$ cat src/sorted_alarm_table_macros.svh
// ----------------------------------------------------------------------------
// Sorted alarm table assertion macros
// Shared concurrent assertion forms, clocked on rising edge, reset low.
// ----------------------------------------------------------------------------
`ifndef SORTED_ALARM_TABLE_MACROS_SVH
`define SORTED_ALARM_TABLE_MACROS_SVH

// same-cycle implication
`define SAT_ASSERT_IMPLY(label, clk, rst_n, ante, cons) \
  label: assert property (@(posedge clk) disable iff (!rst_n) (ante) |-> (cons)) \
    else $error("sorted alarm table: same-cycle check failed");

// next-cycle implication
`define SAT_ASSERT_NEXT(label, clk, rst_n, ante, cons) \
  label: assert property (@(posedge clk) disable iff (!rst_n) (ante) |=> (cons)) \
    else $error("sorted alarm table: next-cycle check failed");

`endif

$ cat src/sat_pkg.sv
// ----------------------------------------------------------------------------
// Sorted alarm table package
// Beat types, slot layout, sizing constants, codes and the slot match unit.
// ----------------------------------------------------------------------------
package sat_pkg;

  localparam int MaxEntries = 8;
  localparam int AddrW      = $clog2(MaxEntries);
  localparam int CntW       = $clog2(MaxEntries + 1);
  localparam int CmpW       = (CntW > 3) ? CntW : 3;
  localparam int SlotW      = 64;

  typedef enum logic [2:0] {
    ActAdd        = 3'd0,
    ActCancelTime = 3'd1,
    ActCancelKind = 3'd2,
    ActFire       = 3'd3,
    ActRead       = 3'd4
  } action_e;

  typedef enum logic [1:0] {
    StOk    = 2'd0,
    StFull  = 2'd1,
    StNone  = 2'd2,
    StRange = 2'd3
  } status_e;

  typedef enum logic [2:0] {
    SqIdle,
    SqAddShift,
    SqAddPlace,
    SqScan,
    SqShift,
    SqReadWait,
    SqResp
  } seq_state_e;

  typedef struct packed {
    logic [2:0]  action;
    logic [31:0] event_time;
    logic        timer_flag;
    logic [30:0] alarm_id;
    logic [2:0]  entry_index;
  } in_beat_t;

  typedef struct packed {
    logic [1:0]  status;
    logic [31:0] entry_time;
    logic        entry_kind;
    logic [30:0] entry_id;
    logic [3:0]  entry_count;
  } out_beat_t;

  typedef struct packed {
    logic [31:0] tstamp;
    logic        kind;
    logic [30:0] id;
  } slot_t;

  function automatic logic slot_match(action_e act, slot_t s, in_beat_t req);
    logic hit;
    hit = 1'b0;
    unique case (act)
      ActCancelTime: hit = (s.tstamp == req.event_time);
      ActCancelKind: hit = (s.kind == req.timer_flag);
      ActFire:       hit = (s.id == req.alarm_id);
      default:       hit = 1'b0;
    endcase
    return hit;
  endfunction

endpackage

$ cat src/sorted_alarm_table.sv
// ----------------------------------------------------------------------------
// Sorted alarm table
// Bounded list of pending alarms held in ascending time order in a slot RAM.
// ----------------------------------------------------------------------------
// A request beat is taken only while the sequencer is idle; it then walks the
// slot RAM one slot per cycle through its single read and single write port.
// Full adds, requests on an empty table, out-of-range reads and unknown actions
// go straight to the result register; a read first waits for the registered
// RAM read data; an add moves each later entry up one slot, then places the
// new one; a cancel or fire scans slots in order and moves the entries after
// a match down one slot. Each may then wait for the result register to empty.
// A new request is taken while the previous result still waits to be taken.
`include "sorted_alarm_table_macros.svh"

module sorted_alarm_table
  import sat_pkg::*;
(
  input  logic      clk_i,
  input  logic      rst_ni,
  input  logic      in_valid_i,
  output logic      in_ready_o,
  input  in_beat_t  in_data_i,
  output logic      out_valid_o,
  input  logic      out_ready_i,
  output out_beat_t out_data_o
);

  seq_state_e state_q, state_d;
  logic [CntW-1:0] cnt_q, cnt_d;
  logic [CntW-1:0] ptr_q, ptr_d;
  in_beat_t  req_q, req_d;
  out_beat_t res_q, res_d;
  out_beat_t out_q, out_d;
  logic      out_valid_q, out_valid_d;

  logic             rd_en, wr_en;
  logic [AddrW-1:0] rd_addr, wr_addr;
  slot_t            wr_data, rd_slot;
  logic [SlotW-1:0] rd_raw;

  logic      in_fire;
  action_e   in_act, req_act;
  slot_t     in_slot, req_slot;
  logic      hit;
  logic [CntW-1:0] ptr_p1, ptr_p2;

  sat_ram #(
    .Width (SlotW),
    .Depth (MaxEntries)
  ) u_ram (
    .clk_i     (clk_i),
    .wr_en_i   (wr_en),
    .wr_addr_i (wr_addr),
    .wr_data_i (wr_data),
    .rd_en_i   (rd_en),
    .rd_addr_i (rd_addr),
    .rd_data_o (rd_raw)
  );

  assign rd_slot  = slot_t'(rd_raw);
  assign in_fire  = in_valid_i && in_ready_o;
  assign in_act   = action_e'(in_data_i.action);
  assign req_act  = action_e'(req_q.action);
  assign in_slot  = '{tstamp: in_data_i.event_time, kind: in_data_i.timer_flag,
                      id: in_data_i.alarm_id};
  assign req_slot = '{tstamp: req_q.event_time, kind: req_q.timer_flag,
                      id: req_q.alarm_id};
  assign hit      = slot_match(req_act, rd_slot, req_q);
  assign ptr_p1   = ptr_q + CntW'(1);
  assign ptr_p2   = ptr_q + CntW'(2);

  always_ff @(posedge clk_i or negedge rst_ni) begin
    if (!rst_ni) begin
      state_q     <= SqIdle;
      cnt_q       <= '0;
      ptr_q       <= '0;
      out_valid_q <= 1'b0;
    end else begin
      state_q     <= state_d;
      cnt_q       <= cnt_d;
      ptr_q       <= ptr_d;
      out_valid_q <= out_valid_d;
    end
  end

  always_ff @(posedge clk_i) begin
    req_q <= req_d;
    res_q <= res_d;
    out_q <= out_d;
  end

  always_comb begin
    state_d     = state_q;
    cnt_d       = cnt_q;
    ptr_d       = ptr_q;
    req_d       = req_q;
    res_d       = res_q;
    out_d       = out_q;
    out_valid_d = out_valid_q && !out_ready_i;
    rd_en       = 1'b0;
    rd_addr     = '0;
    wr_en       = 1'b0;
    wr_addr     = '0;
    wr_data     = req_slot;

    unique case (state_q)
      SqIdle: begin
        if (in_fire) begin
          req_d = in_data_i;
          res_d = '0;
          state_d = SqResp;
          unique case (in_act)
            ActAdd: begin
              if (cnt_q == CntW'(MaxEntries)) begin
                res_d.status = StFull;
              end else if (cnt_q == '0) begin
                wr_en   = 1'b1;
                wr_data = in_slot;
                cnt_d   = CntW'(1);
                res_d.status = StOk;
              end else begin
                rd_en   = 1'b1;
                rd_addr = AddrW'(cnt_q - CntW'(1));
                ptr_d   = cnt_q;
                state_d = SqAddShift;
              end
            end
            ActCancelTime, ActCancelKind, ActFire: begin
              if (cnt_q == '0) begin
                res_d.status = StNone;
              end else begin
                rd_en   = 1'b1;
                ptr_d   = '0;
                state_d = SqScan;
              end
            end
            ActRead: begin
              if (CmpW'(in_data_i.entry_index) < CmpW'(cnt_q)) begin
                rd_en   = 1'b1;
                rd_addr = AddrW'(in_data_i.entry_index);
                state_d = SqReadWait;
              end else begin
                res_d.status = StRange;
              end
            end
            default: begin
              res_d.status = StNone;
            end
          endcase
        end
      end

      SqAddShift: begin
        wr_en   = 1'b1;
        wr_addr = AddrW'(ptr_q);
        if (rd_slot.tstamp >= req_q.event_time) begin
          wr_data = rd_slot;
          ptr_d   = ptr_q - CntW'(1);
          if (ptr_q == CntW'(1)) begin
            state_d = SqAddPlace;
          end else begin
            rd_en   = 1'b1;
            rd_addr = AddrW'(ptr_q - CntW'(2));
          end
        end else begin
          wr_data = req_slot;
          cnt_d   = cnt_q + CntW'(1);
          res_d.status = StOk;
          state_d = SqResp;
        end
      end

      SqAddPlace: begin
        wr_en   = 1'b1;
        wr_addr = AddrW'(ptr_q);
        wr_data = req_slot;
        cnt_d   = cnt_q + CntW'(1);
        res_d.status = StOk;
        state_d = SqResp;
      end

      SqScan: begin
        if (ptr_p1 < cnt_q) begin
          rd_en   = 1'b1;
          rd_addr = AddrW'(ptr_p1);
        end
        if (hit) begin
          res_d.status     = StOk;
          res_d.entry_time = rd_slot.tstamp;
          res_d.entry_kind = rd_slot.kind;
          res_d.entry_id   = rd_slot.id;
          if (ptr_p1 == cnt_q) begin
            cnt_d   = cnt_q - CntW'(1);
            state_d = SqResp;
          end else begin
            state_d = SqShift;
          end
        end else if (ptr_p1 == cnt_q) begin
          res_d.status = StNone;
          state_d = SqResp;
        end else begin
          ptr_d = ptr_p1;
        end
      end

      SqShift: begin
        wr_en   = 1'b1;
        wr_addr = AddrW'(ptr_q);
        wr_data = rd_slot;
        ptr_d   = ptr_p1;
        if (ptr_p2 < cnt_q) begin
          rd_en   = 1'b1;
          rd_addr = AddrW'(ptr_p2);
        end else begin
          cnt_d   = cnt_q - CntW'(1);
          state_d = SqResp;
        end
      end

      SqReadWait: begin
        res_d.status     = StOk;
        res_d.entry_time = rd_slot.tstamp;
        res_d.entry_kind = rd_slot.kind;
        res_d.entry_id   = rd_slot.id;
        state_d = SqResp;
      end

      SqResp: begin
        if (!out_valid_q || out_ready_i) begin
          out_d             = res_q;
          out_d.entry_count = 4'(cnt_q);
          out_valid_d       = 1'b1;
          state_d           = SqIdle;
        end
      end

      default: begin
        state_d = SqIdle;
      end
    endcase
  end

  assign in_ready_o  = (state_q == SqIdle);
  assign out_valid_o = out_valid_q;
  assign out_data_o  = out_q;

  `SAT_ASSERT_IMPLY(a_cnt_bound, clk_i, rst_ni, 1'b1, cnt_q <= CntW'(MaxEntries))
  `SAT_ASSERT_IMPLY(a_no_idle_write, clk_i, rst_ni, state_q == SqIdle && !in_fire, !wr_en)
  `SAT_ASSERT_NEXT(a_full_add, clk_i, rst_ni, in_fire && in_act == ActAdd && cnt_q == CntW'(MaxEntries), state_q == SqResp && res_q.status == StFull)

endmodule

$ cat src/sat_ram.sv
// ----------------------------------------------------------------------------
// Sorted alarm table slot RAM
// Generic one-write, one-read memory with registered read data.
// ----------------------------------------------------------------------------
module sat_ram #(
  parameter int Width = 64,
  parameter int Depth = 8
) (
  input  logic                     clk_i,
  input  logic                     wr_en_i,
  input  logic [$clog2(Depth)-1:0] wr_addr_i,
  input  logic [Width-1:0]         wr_data_i,
  input  logic                     rd_en_i,
  input  logic [$clog2(Depth)-1:0] rd_addr_i,
  output logic [Width-1:0]         rd_data_o
);

  logic [Width-1:0] mem_q [Depth];
  logic [Width-1:0] rd_data_q;

  always_ff @(posedge clk_i) begin
    if (wr_en_i) begin
      mem_q[wr_addr_i] <= wr_data_i;
    end
    if (rd_en_i) begin
      rd_data_q <= mem_q[rd_addr_i];
    end
  end

  assign rd_data_o = rd_data_q;

endmodule
$ cat config.mk
export PLATFORM = sky130hd
export DESIGN_NAME = sorted_alarm_table
export DESIGN_NICKNAME = d
export VERILOG_FILES = /design/src/sat_pkg.sv /design/src/sorted_alarm_table.sv /design/src/sat_ram.sv
export VERILOG_INCLUDE_DIRS = /design/src /design/src/src
export SDC_FILE = /design/constraint.sdc
export NUM_CORES = 1
export LEC_CHECK = 0
export CAP_MARGIN = 5
export CORE_MARGIN = 10
export CORE_UTILIZATION = 45
export CTS_CLUSTER_DIAMETER = 200
export CTS_CLUSTER_SIZE = 28
export DETAILED_ROUTE_END_ITERATION = 7
export DONT_BUFFER_PORTS = 1
export PLACE_DENSITY = 0.68
export SYNTH_ARGS = -nofsm -noshare
export SYNTH_HDL_FRONTEND = slang
export SYNTH_SLANG_ARGS = --single-unit
export TNS_END_PERCENT = 100
$ cat constraint.sdc
create_clock -name clk_i -period 8 [get_ports clk_i]
set_input_delay 0.4 -clock clk_i [delete_from_list [all_inputs] [get_ports clk_i]]
set_output_delay 0.4 -clock clk_i [all_outputs]
set_load 0.02 [all_outputs]
==> results.sh, run 1 <==
export IMPL_outcome="finished clean"
export IMPL_finalSetupTns_ps=0
export IMPL_cts_setup_buffers=0
export IMPL_drt_total_wl_mm=95.8
export IMPL_pin_count=146
export IMPL_met1_usage_pct=29.4
export IMPL_skew_ps=33.6
export IMPL_crit_slowest_cell="xnor2_1"
export IMPL_die_area_sq_mm=0.0857
export IMPL_yosys_warnings=0
export IMPL_cts_resized_gates=0
export IMPL_ff2ff_setup_slack_ps=2880
export IMPL_synth_edff_count=779
export IMPL_rsz0062_at_grt="false"
export IMPL_arrival_ps=5370
export IMPL_grtUsageMet2_pct=34.3
export IMPL_r2r_start="u_ram.rd_data_o[26]$_DFFE_PP_"
export IMPL_path_clk_slew_ps=100
export IMPL_grt_busiest_layer="met2"
export IMPL_first_global_vias=20613
export IMPL_cts_sinks=791
export IMPL_hold_viol=0
export IMPL_synth_cell_types=62
export IMPL_hold_class="primary input to flop"
export IMPL_ys_ff_latch=791
export IMPL_fin_crit_ps=5120
export IMPL_ir_worst_vdd_mv=0.248
export IMPL_fin_ws_ps=2880
export IMPL_gp_congestion=0.868
export IMPL_seq_area_frac_synth_pct=70.8
export IMPL_setup_viol_count_final=0
export IMPL_start_kind="flop"
export IMPL_cpLargestDelayFamily="simple AND/OR/NAND/NOR gates"
export IMPL_tritoncts="done"
export IMPL_die_width_microns=293
export IMPL_drtAntennaViolNets=0
export IMPL_std_cell_rows=99
export IMPL_p_per_area_mw_per_mm2=407
export IMPL_power_mw=14.7
export IMPL_fin_util_pct=49.3
export IMPL_cts_max_level=2
export IMPL_dp_worst_setup_slack_ps=2920
export IMPL_fin_cells=3259
export IMPL_worstPathCellList="xnor2_1 > nand4_1 > nor4_1 > a21oi_1 > nor2b_1 > o21bai_1 > a22oi_2 > buf_4 > buf_4"
export IMPL_slowest_delay_ps=950
export IMPL_areaGrowthSynthToFinish_pct=8.08
export IMPL_coreArea_sq_mm=0.0733
export IMPL_antenna_found_initial=5
export IMPL_grt_pass1_wl_mm=138
export IMPL_cp_required_ps=8240
export IMPL_reg2reg_depth=9
export IMPL_finalCritPeriodShare_pct=64.0
export IMPL_synth_top_area_share_pct=69.9
export IMPL_synth_cells=2287
export IMPL_path_buf_inv=2
export IMPL_netlist_area_sq_mm=0.0335
export IMPL_drcViolationCount=0
export IMPL_synth_nets=2411
export IMPL_drv_cap=0
export IMPL_ys_flop_type="edfxtp_1"
export IMPL_grt_max_degree=134
export IMPL_die_h_microns=293
export IMPL_worst_setup_path_type="flop to flop"
export IMPL_clk_latency_ps=610
export IMPL_drt_first_pass_iters=5
export IMPL_critPathMaxFanout=41
export IMPL_vias=21258
export IMPL_slew_violations=0
export IMPL_maxSlewHeadroom_pct=20.4
export IMPL_fmax_ghz=0.195
export IMPL_ys_async_sr_fraction_pct=1.52
export IMPL_worst_setup_path_end_kind="flop"
export IMPL_grt_overflow_total=0
export IMPL_cts_root_buf="clkbuf_16"
export IMPL_wl_per_cell_microns=29.4
export IMPL_dpl_hpwl_mm=54.3
export IMPL_min_delay_start="in_valid_i"
export IMPL_start_util_pct=45.6
export IMPL_avgSynthCellArea_sq_um=14.6
export IMPL_drive_gt1_share_pct=7.87
export IMPL_cts_buffers_inserted=34
export IMPL_cts_hold_fix_buffers=68
export IMPL_holdPathStages=2
export IMPL_placedCellCount=3136
export IMPL_globalRouteMet3Util_pct=4.82
export IMPL_tightest_slew_ps=1160
export IMPL_cts_buffer_depth=3
export IMPL_vias_per_cell=6.52
export IMPL_final_nets=2405
export IMPL_synthTopCellsByArea="edfxtp_1 (70%), a21oi_1 (2.6%), a22oi_1 (2.4%)"
export IMPL_power_leakage_nw=12.3
export IMPL_holdPathEnd="state_q[1]$_DFFE_PN0P_"
export IMPL_yosys_area_top_type="edfxtp_1"
export IMPL_reg2reg_to="res_q[39]$_SDFFCE_PN0P_"
export IMPL_drtIter0Drc=3110
export IMPL_grt_use_total_pct=21.4
export IMPL_n_fill_cell=6149
export IMPL_io_buffers=0
export IMPL_critical_path_most_common_cell="buf_4"
==> Yosys cell counts, types with 6 or more instances <==
cell type	number
mux2_2	61
buf_1	8
nor4_1	6
mux2i_1	63
clkbuf_1	105
o22ai_1	23
buf_2	30
buf_4	6
o21ai_0	20
nand2_1	215
a221o_1	65
a31oi_1	26
a22o_1	18
ha_1	50
xnor2_1	33
and3_1	66
a22oi_1	109
nand3_1	29
a221oi_1	89
nand4_1	17
nor3_1	10
dfrtp_1	12
edfxtp_1	779
nor3b_1	24
o221ai_1	25
nor2b_1	40
a21oi_1	174
inv_1	44
nor2_1	63
o21a_1	7
==> how the worst max path moves through the flow <==
stage                                         end  depth (start not counted)  slack [ps]                     startpoint
global route        u_ram.rd_data_o[61]$_DFFE_PP_                         11        2780  u_ram.rd_data_o[47]$_DFFE_PP_
CTS                       res_q[39]$_SDFFCE_PN0P_                          9        2890  u_ram.rd_data_o[26]$_DFFE_PP_
finish                    res_q[39]$_SDFFCE_PN0P_                          9        2880  u_ram.rd_data_o[26]$_DFFE_PP_
detailed placement        res_q[37]$_SDFFCE_PN0P_                          9        2920  u_ram.rd_data_o[26]$_DFFE_PP_
floorplan                 out_data_o[0]$_DFFE_PP_                          4        1540         state_q[0]$_DFFE_PN0P_
global placement          res_q[37]$_SDFFCE_PN0P_                          9        2970  u_ram.rd_data_o[26]$_DFFE_PP_
==> cell usage in the layout, fill, tap and decap left out, drive strengths merged, types with 5 or more instances in the layout <==
master       count
diode           12
and3            66
nor2            63
nand3           29
a221o           65
a221oi          89
mux2            65
o21ai           26
edfxtp         779
ha              50
inv             45
nor4             6
nor3            13
nand4           17
nand2          215
a31oi           26
nor3b           24
clkbuf          40
buf             44
a22oi          109
o21a             7
a22o            18
a21oi          174
xnor2           33
o22ai           23
nand2b           5
o221ai          25
dlygate4sd3     68
mux2i           63
nor2b           40
dfrtp           12
==> metal layers <==
layer	wire length, microns	vias to the layer above	share of wire, %
li1	-	9031	-
met1	38900	10917	41
met2	44800	1190	47
met3	10000	120	10
met4	2050	0	2.1
met5	0	-	0
==> kinds of logic after synthesis <==
group                      after synthesis  share of synthesized area, %
adders and majority gates               50                          1.87
buffers and inverters                  200                          2.53
muxes                                  128                          4.07
DFF                                    791                          70.8
AOI/OAI and AO/OA                      590                          12.7
and+or+nand+nor                        491                          7.09
xor gates and xnor gates                37                         0.968
==> final cells by class <==
type / instances / area, sq um / share of cell area, %
well taps: 959 / 1200 / 3.32
multi-input cells: 1296 / 9090 / 25.1
repair buffers: 112 / 1040 / 2.86
flip-flops and latches: 791 / 23700 / 65.5
inverters: 46 / 174 / 0.481
clock inverters: 3 / 62.6 / 0.173
diodes: 12 / 30.0 / 0.0830
clock buffers: 40 / 895 / 2.47
==> through the flow <==
step / area, sq um / hold slack, ps
floorplan: 33500 / 104
finish: 36200 / 161
detailed placement: 34500 / 105
global route: 36200 / 153
global placement: 34500 / 105
CTS: 36200 / 134
==> registers in the layout, summed over array words and instances (netlist names) <==
name / cells
u_ram.rd_data_o: 64
u_ram.mem_q: 512
out_valid_o: 1
req_act: 3
out_data_o: 70
res_q: 66
req_q: 64
state_q: 3
cnt_q: 4
ptr_q: 4
==> power breakdown <==
| part | switching, mW | leakage, nW | total, mW | internal, mW |
|---|---|---|---|---|
| clock | 1.24 | 0.462 | 2.06 | 0.817 |
| sequential | 0.768 | 7.31 | 7.29 | 6.52 |
| combinational | 3.70 | 4.49 | 5.36 | 1.65 |
(Power assumes the default switching activity.)
==> inputs of run 2 (changes only) <==
- ABC_AREA: not set -> 1
- PLACE_DENSITY: 0.68 -> 0.7
- clock period: 8 -> 4.1 ns (I/O delays scaled with it)
==> results.sh, run 2 <==
export IMPL_areaGrowthSynthToFinish_pct=9.25
export IMPL_crit_start="req_q[36]$_DFFE_PP_"
export IMPL_outcome="finished clean"
export IMPL_die_width_microns=292
export IMPL_crit_slowest_cell="nor2_4"
export IMPL_arrival_ps=3950
export IMPL_grt_overflow_total=0
export IMPL_largest_register="u_ram.mem_q"
export IMPL_drtIter0Drc=2778
export IMPL_critPathMaxFanout=24
export IMPL_power_leakage_nw=13.0
export IMPL_fin_ws_ps=379
export IMPL_die_area_sq_mm=0.0851
export IMPL_synth_nets=2867
export IMPL_ys_async_sr_fraction_pct=1.52
export IMPL_yosys_warnings=0
export IMPL_gp_congestion=0.885
export IMPL_ys_ff_latch=791
export IMPL_pin_count=146
export IMPL_drv_cap=0
export IMPL_yosysMostFrequentCell="edfxtp_1"
export IMPL_synth_cells=2743
export IMPL_seq_area_frac_synth_pct=71.3
export IMPL_skew_ps=35.3
export IMPL_cts_buffer_depth=3
export IMPL_wl_per_cell_microns=24.2
export IMPL_synth_top_area_share_pct=70.4
export IMPL_critical_path_most_common_cell="nand2_1"
export IMPL_coreArea_sq_mm=0.0731
export IMPL_hold_class="primary input to asynchronous set/reset pin"
export IMPL_slowest_delay_ps=650
export IMPL_antenna_found_initial=6
export IMPL_avgSynthCellArea_sq_um=12.1
export IMPL_die_h_microns=292
export IMPL_synth_edff_count=779
export IMPL_drt_first_pass_iters=7
export IMPL_fin_util_pct=49.7
export IMPL_tightest_slew_ps=1090
export IMPL_layout_commonest_cell="edfxtp_1"
export IMPL_final_nets=2866
export IMPL_reg2reg_depth=17
export IMPL_synth_common_cells="edfxtp_1 (779), nand3_1 (667), nand2_1 (531), inv_1 (165), nor2_1 (122)"
export IMPL_worstPathCellList="inv_1 > ha_1 > nand2_1 > nand2_1 > nand2_1 > nand2_1 > nand2_1 > nand2_1 > nand2_1 > nand2_1 > nand2_1 > nand2_1 > nand2_1 > inv_1 > nor2_4 > buf_4 > o211ai_1"
export IMPL_worst_setup_path_end_kind="flop"
export IMPL_first_global_vias=21267
export IMPL_start_kind="flop"
export IMPL_drt_total_wl_mm=90.1
export IMPL_io_buffers=0
export IMPL_reg2reg_to="u_ram.mem_q[7][17]$_DFFE_PP_"
export IMPL_grt_pass1_wl_mm=134
export IMPL_cts_root_buf="clkbuf_16"
export IMPL_largest_reg_flops=512
export IMPL_synthTopCellsByArea="edfxtp_1 (70%), nand3_1 (10%), nand2_1 (6.0%)"
export IMPL_worst_setup_path_type="flop to flop"
export IMPL_final_cell_mix="edfxtp_1 (779), nand3_1 (666), nand2_1 (529)"
export IMPL_cts_sinks=791
export IMPL_start_util_pct=45.5
export IMPL_vias_per_cell=5.92
export IMPL_maxSlewHeadroom_pct=27.3
export IMPL_r2r_start="req_q[36]$_DFFE_PP_"
export IMPL_cts_hold_fix_buffers=69
export IMPL_fin_crit_ps=3720
export IMPL_cp_required_ps=4330
export IMPL_hold_viol=0
export IMPL_cts_setup_buffers=0
export IMPL_p_per_area_mw_per_mm2=853
export IMPL_rsz0062_at_grt="false"
export IMPL_cts_resized_gates=0
export IMPL_vias=22035
export IMPL_drcViolationCount=0
export IMPL_dpl_hpwl_mm=49.3
export IMPL_cts_buffers_inserted=34
export IMPL_std_cell_rows=99
export IMPL_setup_viol_count_final=0
export IMPL_cts_max_level=2
export IMPL_grt_use_total_pct=20.5
export IMPL_synth_cell_types=40
export IMPL_drive_gt1_share_pct=4.90
export IMPL_slew_violations=0
export IMPL_dp_worst_setup_slack_ps=474
export IMPL_critPathCapture="u_ram.mem_q[7][17]$_DFFE_PP_"
export IMPL_finalCritPeriodShare_pct=90.7
export IMPL_ir_worst_vdd_mv=0.798
export IMPL_ys_flop_type="edfxtp_1"
export IMPL_drtAntennaViolNets=0
export IMPL_clk_latency_ps=600
export IMPL_fmax_ghz=0.269
export IMPL_tritoncts="done"
export IMPL_path_clk_slew_ps=110
export IMPL_netlist_area_sq_mm=0.0332
export IMPL_ff2ff_setup_slack_ps=380
export IMPL_grt_max_degree=220
export IMPL_yosys_area_top_type="edfxtp_1"
==> run 2: changes by cell type after synthesis, sizes merged, moves of 88 or more <==
cell	before	now
nand3	29	669
a21oi	174	29
inv	46	171
nand2	215	532
o211ai	4	100
a221oi	89	1
==> run 2: kinds of logic after synthesis <==
kind of cell,share of synthesized area (%)
adders and majority gates,1.88
buffers and inverters,4.15
AOI/OAI and AO/OA,3.90
and+or+nand+nor,18.3
DFF,71.3
xor gates and xnor gates,0.422
==> run 2: how the worst min path moves through the flow <==
stage,from,end
final,rst_ni,ptr_q[1]$_DFFE_PN0P_
after detailed placement,rst_ni,cnt_q[3]$_DFFE_PN0P_
after CTS,in_data_i[69],res_q[68]$_DFFE_PP_
after global placement,rst_ni,cnt_q[3]$_DFFE_PN0P_
after global routing,rst_ni,ptr_q[1]$_DFFE_PN0P_
after floorplan,rst_ni,cnt_q[0]$_DFFE_PN0P_
==> run 2: cell type report <==
type                    count  area [sq um]
well taps                 959          1200
fillers                  6202         36800
repair buffers            122          1430
multi-input cells        1620          8290
clock inverters             1          30.0
clock buffers              49           971
flip-flops and latches    791         23700
inverters                 173           659
diodes                      8          20.0
==> run 2: critical path: cells and delay by family (launching register included) <==
kind	cells	cell delay, ps
compound gates	1	310
fa+ha+maj	1	310
buf+inv	3	690
flops	1	390
simple gates	12	1640
==> run 2: where the power goes <==
part,leakage (nW),switching (mW),internal (mW)
clock,0.482,2.39,1.69
combinational,5.17,8.87,3.33
sequential,7.37,1.20,13.5
==> run 2: through the flow <==
| stage | std cells | hold slack, ps | total power [mW] | instance area, sq um | TNS, ps |
|---|---|---|---|---|---|
| after floorplan | 2743 | -90.6 | 22.4 | 33300 | -30600 |
| after global placement | 3596 | -89.6 | 26.3 | 34600 | 0 |
| after detailed placement | 3596 | -89.6 | 26.8 | 34600 | 0 |
| after CTS | 3715 | 32.2 | 30.9 | 36300 | 0 |
| after global routing | 3720 | 67.4 | 32.7 | 36300 | 0 |
| final | 3723 | 53.0 | 31.0 | 36300 | 0 |
==> run 2: routing by layer <==
metal	part of all wire (%)	global-route usage [%]	vias up	wire [microns]
met2	46	32.6	1222	41800
met1	39	27.1	10795	35400
met4	2.8	6.12	0	2540
met3	12	5.71	170	10500
met5	0	0	-	0
li1	-	-	9848	-
